File: src/sv/tpq_pkg.sv
// Shared constants, operation codes and helpers for the two-level priority task queue.
package tpq_pkg;

  localparam int QueueDepth = 16;
  localparam int HandleW    = 32;

  localparam int FieldW     = 32;
  localparam int OpW        = 3;
  localparam int LevelW     = 8;
  localparam int StoreW     = (HandleW < FieldW) ? HandleW : FieldW;
  localparam int EntryW     = 3 * StoreW;
  localparam int StoreDepth = 2 * QueueDepth;
  localparam int AddrW      = $clog2(StoreDepth);
  localparam int PtrW       = (QueueDepth > 2) ? $clog2(QueueDepth) : 1;
  localparam int CntW       = $clog2(QueueDepth + 1);
  localparam int MaxResults = 32;
  localparam int ResW       = $clog2(MaxResults);

  localparam int InFieldsW  = OpW + LevelW + 3 * FieldW;
  localparam int InDataW    = ((InFieldsW + 7) / 8) * 8;
  localparam int OutDataW   = 3 * FieldW;
  localparam int OutUserW   = 2;

  localparam logic [OpW-1:0] OpEnqueue = 3'd0;
  localparam logic [OpW-1:0] OpRun     = 3'd1;
  localparam logic [OpW-1:0] OpPeek    = 3'd2;
  localparam logic [OpW-1:0] OpDrain   = 3'd3;
  localparam logic [OpW-1:0] OpClear   = 3'd4;

  typedef logic [PtrW-1:0] ptr_t;
  typedef logic [CntW-1:0] cnt_t;

  function automatic logic [AddrW-1:0] slot_addr(input logic lvl, input ptr_t ptr);
    logic [AddrW-1:0] base;
    base = lvl ? AddrW'(QueueDepth) : '0;
    return base + AddrW'(ptr);
  endfunction

  function automatic ptr_t ptr_next(input ptr_t ptr);
    return (ptr == PtrW'(QueueDepth - 1)) ? '0 : ptr + 1'b1;
  endfunction

endpackage

File: src/sv/two_level_priority_task_queue.sv
// Two-level strict priority task queue: entry RAM, per-level pointers and result register.
//
//   channel  | dir | tdata (low bit up)                       | tuser             | tlast
//   ---------+-----+------------------------------------------+-------------------+------
//   s_*      | in  | op, level, func, arg, cleanup, zero pad  | -                 | -
//   m_*      | out | out_func, out_arg, out_cleanup           | ok, from_level    | last
//
// Enqueue, clear and any miss are handled in the idle state; run and peek also pass through the
// read state for the registered read of the entry RAM. Drain starts like a run and then reads
// entry after entry from the same RAM read port while the result register drains. Reset clears
// the state, pointers, fill counts and output valid; the entry RAM needs no clearing. A stalled
// result register holds the word and stops further reads; no new word is taken until it is done.
module two_level_priority_task_queue (
  input  logic                         clk_i,
  input  logic                         rst_ni,
  input  logic                         s_tvalid_i,
  output logic                         s_tready_o,
  input  logic [tpq_pkg::InDataW-1:0]  s_tdata_i,  // op, level, func, arg, cleanup
  output logic                         m_tvalid_o,
  input  logic                         m_tready_i,
  output logic [tpq_pkg::OutDataW-1:0] m_tdata_o,  // out_func, out_arg, out_cleanup
  output logic [tpq_pkg::OutUserW-1:0] m_tuser_o,  // ok, from_level
  output logic                         m_tlast_o
);

  localparam logic [0:0] StIdle = 1'b0;
  localparam logic [0:0] StRead = 1'b1;

  localparam int FW = tpq_pkg::FieldW;
  localparam int SW = tpq_pkg::StoreW;

  logic [0:0]          state_q, state_d;
  tpq_pkg::ptr_t       head_q [2];
  tpq_pkg::ptr_t       head_d [2];
  tpq_pkg::ptr_t       tail_q [2];
  tpq_pkg::ptr_t       tail_d [2];
  tpq_pkg::cnt_t       cnt_q [2];
  tpq_pkg::cnt_t       cnt_d [2];
  logic                lvl_q, lvl_d;
  logic                drain_q, drain_d;
  logic [tpq_pkg::ResW-1:0] n_q, n_d;

  logic                       m_valid_q, m_valid_d;
  logic [tpq_pkg::OutDataW-1:0] m_data_q;
  logic [tpq_pkg::OutUserW-1:0] m_user_q;
  logic                       m_last_q;

  logic [tpq_pkg::OpW-1:0]    in_op;
  logic [tpq_pkg::LevelW-1:0] in_level;
  logic [FW-1:0]              in_func, in_arg, in_cleanup;

  logic                         out_free, in_acc;
  logic                         out_load, out_ok, out_lvl, out_last;
  logic [tpq_pkg::OutDataW-1:0] out_data;
  logic                         ram_we, ram_re;
  logic [tpq_pkg::AddrW-1:0]    ram_waddr, ram_raddr;
  logic [tpq_pkg::EntryW-1:0]   ram_wdata, ram_rdata;
  logic                         do_pop, do_peek, do_clear, pop_lvl, rd_lvl;
  logic                         lvl_ok, full, any_held, tail_empty;

  assign in_op      = s_tdata_i[2:0];
  assign in_level   = s_tdata_i[10:3];
  assign in_func    = s_tdata_i[42:11];
  assign in_arg     = s_tdata_i[74:43];
  assign in_cleanup = s_tdata_i[106:75];

  assign out_free   = !m_valid_q || m_tready_i;
  assign s_tready_o = (state_q == StIdle) && out_free;
  assign in_acc     = s_tvalid_i && s_tready_o;

  assign lvl_ok   = (in_level[tpq_pkg::LevelW-1:1] == '0);
  assign full     = (cnt_q[in_level[0]] == tpq_pkg::CntW'(tpq_pkg::QueueDepth));
  assign any_held = (cnt_q[1] != '0) || (cnt_q[0] != '0);
  assign pop_lvl  = (cnt_q[1] != '0);
  assign rd_lvl   = do_peek ? 1'b0 : pop_lvl;

  assign ram_waddr = tpq_pkg::slot_addr(in_level[0], tail_q[in_level[0]]);
  assign ram_wdata = {in_cleanup[SW-1:0], in_arg[SW-1:0], in_func[SW-1:0]};
  assign ram_raddr = tpq_pkg::slot_addr(rd_lvl, head_q[rd_lvl]);

  tpq_ram #(
    .Width(tpq_pkg::EntryW),
    .Depth(tpq_pkg::StoreDepth)
  ) u_entry_ram (
    .clk_i  (clk_i),
    .we_i   (ram_we),
    .waddr_i(ram_waddr),
    .wdata_i(ram_wdata),
    .re_i   (ram_re),
    .raddr_i(ram_raddr),
    .rdata_o(ram_rdata)
  );

  always_comb begin
    state_d    = state_q;
    head_d     = head_q;
    tail_d     = tail_q;
    cnt_d      = cnt_q;
    lvl_d      = lvl_q;
    drain_d    = drain_q;
    n_d        = n_q;
    ram_we     = 1'b0;
    ram_re     = 1'b0;
    do_pop     = 1'b0;
    do_peek    = 1'b0;
    do_clear   = 1'b0;
    out_load   = 1'b0;
    out_ok     = 1'b0;
    out_lvl    = 1'b0;
    out_data   = '0;
    out_last   = 1'b1;
    tail_empty = (cnt_q[1] == '0) && (cnt_q[0] == '0);

    case (state_q)
      StIdle: begin
        if (in_acc) begin
          case (in_op)
            tpq_pkg::OpEnqueue: begin
              out_load = 1'b1;
              if (lvl_ok && !full) begin
                ram_we                 = 1'b1;
                tail_d[in_level[0]]    = tpq_pkg::ptr_next(tail_q[in_level[0]]);
                cnt_d[in_level[0]]     = cnt_q[in_level[0]] + 1'b1;
                out_ok                 = 1'b1;
                out_lvl                = in_level[0];
              end
            end
            tpq_pkg::OpRun, tpq_pkg::OpDrain: begin
              if (any_held) begin
                ram_re  = 1'b1;
                do_pop  = 1'b1;
                lvl_d   = pop_lvl;
                drain_d = (in_op == tpq_pkg::OpDrain);
                n_d     = '0;
                state_d = StRead;
              end else begin
                out_load = 1'b1;
              end
            end
            tpq_pkg::OpPeek: begin
              if (cnt_q[0] != '0) begin
                do_peek = 1'b1;
                ram_re  = 1'b1;
                lvl_d   = 1'b0;
                drain_d = 1'b0;
                state_d = StRead;
              end else begin
                out_load = 1'b1;
              end
            end
            tpq_pkg::OpClear: begin
              do_clear = 1'b1;
            end
            default: begin
            end
          endcase
        end
      end
      StRead: begin
        if (out_free) begin
          out_load = 1'b1;
          out_ok   = 1'b1;
          out_lvl  = lvl_q;
          out_data = {FW'(ram_rdata[3*SW-1:2*SW]), FW'(ram_rdata[2*SW-1:SW]),
                      FW'(ram_rdata[SW-1:0])};
          out_last = !drain_q || tail_empty ||
                     (n_q == tpq_pkg::ResW'(tpq_pkg::MaxResults - 1));
          if (!out_last) begin
            // advance to the next entry of the drain
            ram_re = 1'b1;
            do_pop = 1'b1;
            lvl_d  = pop_lvl;
            n_d    = n_q + 1'b1;
          end else begin
            state_d  = StIdle;
            do_clear = drain_q;
          end
        end
      end
      default: begin
        state_d = StIdle;
      end
    endcase

    if (do_pop) begin
      head_d[pop_lvl] = tpq_pkg::ptr_next(head_q[pop_lvl]);
      cnt_d[pop_lvl]  = cnt_q[pop_lvl] - 1'b1;
    end
    if (do_clear) begin
      head_d = '{default: '0};
      tail_d = '{default: '0};
      cnt_d  = '{default: '0};
    end
  end

  assign m_valid_d = out_load ? 1'b1 : (m_tready_i ? 1'b0 : m_valid_q);

  always_ff @(posedge clk_i or negedge rst_ni) begin
    if (!rst_ni) begin
      state_q   <= StIdle;
      head_q    <= '{default: '0};
      tail_q    <= '{default: '0};
      cnt_q     <= '{default: '0};
      lvl_q     <= 1'b0;
      drain_q   <= 1'b0;
      n_q       <= '0;
      m_valid_q <= 1'b0;
    end else begin
      state_q   <= state_d;
      head_q    <= head_d;
      tail_q    <= tail_d;
      cnt_q     <= cnt_d;
      lvl_q     <= lvl_d;
      drain_q   <= drain_d;
      n_q       <= n_d;
      m_valid_q <= m_valid_d;
    end
  end

  always_ff @(posedge clk_i) begin
    if (out_load) begin
      m_data_q <= out_data;
      m_user_q <= {out_lvl, out_ok};
      m_last_q <= out_last;
    end
  end

  assign m_tvalid_o = m_valid_q;
  assign m_tdata_o  = m_data_q;
  assign m_tuser_o  = m_user_q;
  assign m_tlast_o  = m_last_q;

endmodule

File: src/sv/tpq_ram.sv
// Generic single-port-write, single-port-read RAM with registered read data.
module tpq_ram #(
  parameter int Width = 8,
  parameter int Depth = 16
) (
  input  logic                     clk_i,
  input  logic                     we_i,
  input  logic [$clog2(Depth)-1:0] waddr_i,
  input  logic [Width-1:0]         wdata_i,
  input  logic                     re_i,
  input  logic [$clog2(Depth)-1:0] raddr_i,
  output logic [Width-1:0]         rdata_o
);

  logic [Width-1:0] mem_q [Depth];
  logic [Width-1:0] rdata_q;

  always_ff @(posedge clk_i) begin
    if (we_i) begin
      mem_q[waddr_i] <= wdata_i;
    end
    if (re_i) begin
      rdata_q <= mem_q[raddr_i];
    end
  end

  assign rdata_o = rdata_q;

endmodule

File: config.mk
export PLATFORM = sky130hd
export DESIGN_NAME = two_level_priority_task_queue
export DESIGN_NICKNAME = d
export VERILOG_FILES = /design/src/sv/tpq_pkg.sv /design/src/sv/two_level_priority_task_queue.sv /design/src/sv/tpq_ram.sv
export SDC_FILE = /design/constraint.sdc
export NUM_CORES = 2
export LEC_CHECK = 0
export ABC_AREA = 1
export BUFFER_PORTS_ARGS = -buffer_cell sky130_fd_sc_hd__buf_2
export CORE_ASPECT_RATIO = 0.75
export CORE_MARGIN = 5
export CORE_UTILIZATION = 64
export DETAILED_ROUTE_END_ITERATION = 7
export PLACE_DENSITY_LB_ADDON = 0.12
export SLEW_MARGIN = 40
export SYNTH_ARGS = -nofsm -noshare
export SYNTH_HDL_FRONTEND = slang
export SYNTH_SLANG_ARGS = --single-unit
export TNS_END_PERCENT = 5
File: constraint.sdc
create_clock -name clk_i -period 9.45 [get_ports clk_i]
set_input_delay 1.89 -clock clk_i [delete_from_list [all_inputs] [get_ports clk_i]]
set_output_delay 1.89 -clock clk_i [all_outputs]
set_load 0.01 [all_outputs]
==> summary.md <==
| Metric | Value |
|---|---|
| FF+latch count, synth | 3302 |
| Share of cells above drive strength 1 | 0.0773 |
| GRT Util Overall | 0.334 |
| Startpoint types | primary input |
| CP arrival | 6.80 ns |
| Slew Limit Fails | 0 |
| Die area | 214000 um2 |
| Mean post-synth cell area | 12.4 um2 |
| Largest family of logic cells by synthesized area | simple AND/OR/NAND/NOR gates |
| Final nets | 10700 |
| Mux cell area share after synthesis | 0 |
| Max Buffers Root-to-Sink | 4 |
| WP data required | 10.05 ns |
| Setup Skew | 0.0329 ns |
| Starting Density | 0.641 |
| CTS HTree Levels | 5 |
| Iter 0 DRT Violations | 13300 |
| IO Pins | 217 |
| Post-synth top cells | edfxtp_1 (3267), nand3_1 (3102), nand2_1 (3048) |
| Number of global-route vias before repair | 82300 |
| Final period util | 0.657 |
| Core area | 205000 um2 |
| Outcome | finished clean |
| Area leader, netlist | edfxtp_1 |
| Max rail drop VDD | 905 uV |
| Pwr per Cell Area | 384 nW/um2 |
| Slew @ Worst Pin | 0.982 ns |
| Yosys cell types | 32 |
| Setup TNS | 0 ns |
| Sequential element share of the synthesized area | 0.754 |
| Post-Syn Area | 131000 um2 |
| Cell Area, Placed | 135000 um2 |
| Top-count cell post-synth | edfxtp_1 |
| CTS tree | built |
| Fin crit period | 6.21 ns |
| Post-Route WL | 365000 um |
| Worst setup EP type | flip-flop |
| Post-cts resize count | 0 |
| Antenna violations before repair | 38 |
| Routed vias | 87300 |
| Warnings from Yosys | 0 |
| Antenna viol nets, final | 0 |
| Post-DR wirelength/cell | 26.9 um |
| Die Span X | 533 um |
| Global-route wire length before repair | 534000 um |
| Top FF cell, synth | edfxtp_1 |
| Worst skew pair latency | 0.85 ns |
| RSZ-0062 raised after global routing | no |
| Drt pass-1 iters | 7 |
| Simple-Gate Fraction of Synth Area | 0.211 |
| Cell Rows | 144 |
| Post-synth net total | 10700 |
| EDFF count, synth | 3267 |
| Post-Synth XOR/XNOR Area | 0.000533 |
| Main area contributors after synthesis | edfxtp_1 (75%), nand3_1 (12%), nand2_1 (8.7%) |
| Adder-cell share of the synthesized area | 0.000953 |
| Layout area overhead | 10.4% |
| Die H | 402 um |
| Postcts setup bufs | 0 |
| Gr ovfl total | 0 |
| Remaining DRCs | 0 |
| Root Driver | clkbuf_16 |
| Top-area cell type share of the netlist area | 0.747 |
| Slew HR | 0.345 |
| Synthesized instance count | 10600 |
| Final hold vios | 0 |
| Post-synth ARST share | 0.0106 |
| CTS clk-pin slew, worst paths | 0.06 ns |
| Crit Path Class | in -> reg |
| GP Congestion | 0.778 |
| # fillers | 13500 |
| Leakage power | 50.0 nW |
| F_max | 161 MHz |
| Detailed Place HPWL | 166000 um |
| Worst min-delay path class | reg -> reg |
| Clock sinks | 3302 |
| Hold-fix buffers, CTS | 0 |
| Vias/cell | 6.43 |
| Total CTS buffers | 312 |
| Post-route cell area | 145000 um2 |
| Setup-failing EPs final | 0 |
| IO Port Bufs | 211 |
| Largest net degree at the start of global routing | 167 |
| Synth Area in Compound Gates | 0.00300 |
| Crit Path Max Fanout | 82 |
| Max_cap viols | 0 |
[cells in the final DEF, fill, tap and decap left out, types with 10 or more instances in the layout]
| cell | instances |
|---|---|
| buf_2 | 210 |
| bufinv_16 | 20 |
| nor2_1 | 123 |
| edfxtp_1 | 3267 |
| clkinv_2 | 36 |
| clkbuf_1 | 67 |
| inv_1 | 193 |
| nand3_1 | 3101 |
| nor2_4 | 34 |
| buf_4 | 79 |
| o21ai_0 | 44 |
| buf_16 | 22 |
| clkbuf_16 | 323 |
| diode_2 | 26 |
| buf_12 | 47 |
| buf_6 | 25 |
| nand2_1 | 3044 |
| ha_1 | 10 |
| dfrtp_1 | 35 |
| clkinv_1 | 84 |
| a21oi_1 | 11 |
[flip-flops by register name, summed over array words and instances, names as in the netlist, 2 cells and up]
name	count
u_entry_ram.rdata_o	96
n_q	5
m_tuser_o	2
head_q	8
m_tdata_o	96
u_entry_ram.mem_q	3072
tail_q	8
cnt_q	10
[through the flow]
stage / util / hold WS (ns) / power, mW / setup slack [ns] / cells
6_report: 0.708 / 0.502 / 55.7 / 3.24 / 13600
5_1_grt: 0.708 / 0.513 / 58.7 / 3.15 / 13600
3_5_place_dp: 0.660 / 0.483 / 43.3 / 2.42 / 13000
4_1_cts: 0.707 / 0.498 / 55.3 / 3.30 / 13500
2_1_floorplan: - / 0.456 / 35.5 / 1.76 / 10600
3_3_place_gp: 0.657 / 0.480 / 42.6 / 2.59 / 13000
[worst paths after layout]
check                           startpoint                       to  slack, ns  cells after the start
min in group asynchronous           rst_ni                   n_q[2]       0.99                      1
worst min register to register   tail_q[4]                tail_q[4]       0.50                      1
worst max-delay path            m_tready_i  u_entry_ram.rdata_o[22]       3.24                     20
max in group asynchronous           rst_ni                tail_q[7]       8.11                      1
worst max register to register    cnt_q[0]  u_entry_ram.rdata_o[22]       3.89                     18
worst min-delay path             tail_q[4]                tail_q[4]       0.50                      1
[kinds of logic (layout without fill, tap and decap cells)]
| group | Yosys count | in the layout |
|---|---|---|
| AO/OA/AOI/OAI | 72 | 72 |
| other | 0 | 26 |
| flip-flops | 3302 | 3302 |
| buffers and inverters | 889 | 1133 |
| adder cells (fa/ha/maj) | 10 | 10 |
| XOR/XNOR | 8 | 8 |
| AND/OR/NAND/NOR | 6324 | 6324 |
[critical path, stage by stage]
cell and delay, ns:
buf_2 0.07, inv_1 0.03, nand2_1 0.16, nand2_1 0.14, nor2_4 0.21, nand3_4 0.19
nand2_8 0.32, buf_16 0.38, buf_4 0.61, nand2_1 0.19, o21ai_4 0.28, buf_4 0.47
buf_12 0.29, buf_16 0.37, buf_16 0.37, nand3_1 0.15, nand3_1 0.11, nand3_1 0.16
nand3_1 0.16, nand2_1 0.07
[power by group]
| part | switching [mW] | internal (mW) | leakage, nW |
|---|---|---|---|
| combinational | 19.1 | 7.46 | 15.4 |
| sequential | 0.157 | 16.9 | 29.9 |
| clock | 5.23 | 6.78 | 4.65 |
| total | 24.5 | 31.2 | 50.0 |
[layer usage]
layer  GRT usage  vias up  wire (um)
li1            -    37900          -
met1       0.479    42600     138000
met2       0.516     5835     168000
met3      0.0679      917      45300
met4       0.122       22      14000
met5           0        -        138
[final cells by class]
| type | count | area (um2) | area share |
|---|---|---|---|
| Clock inverter | 150 | 1200 | 0.00827 |
| Multi-Input combinational cell | 6414 | 28700 | 0.198 |
| Tap cell | 2701 | 3380 | 0.0233 |
| Sequential cell | 3302 | 99000 | 0.683 |
| Antenna cell | 26 | 65.1 | 0.000449 |
| Timing Repair Buffer | 392 | 3610 | 0.0249 |
| Inverter | 200 | 771 | 0.00531 |
| Clock buffer | 391 | 8350 | 0.0576 |
Note: power is estimated with default switching activity, not from simulation.
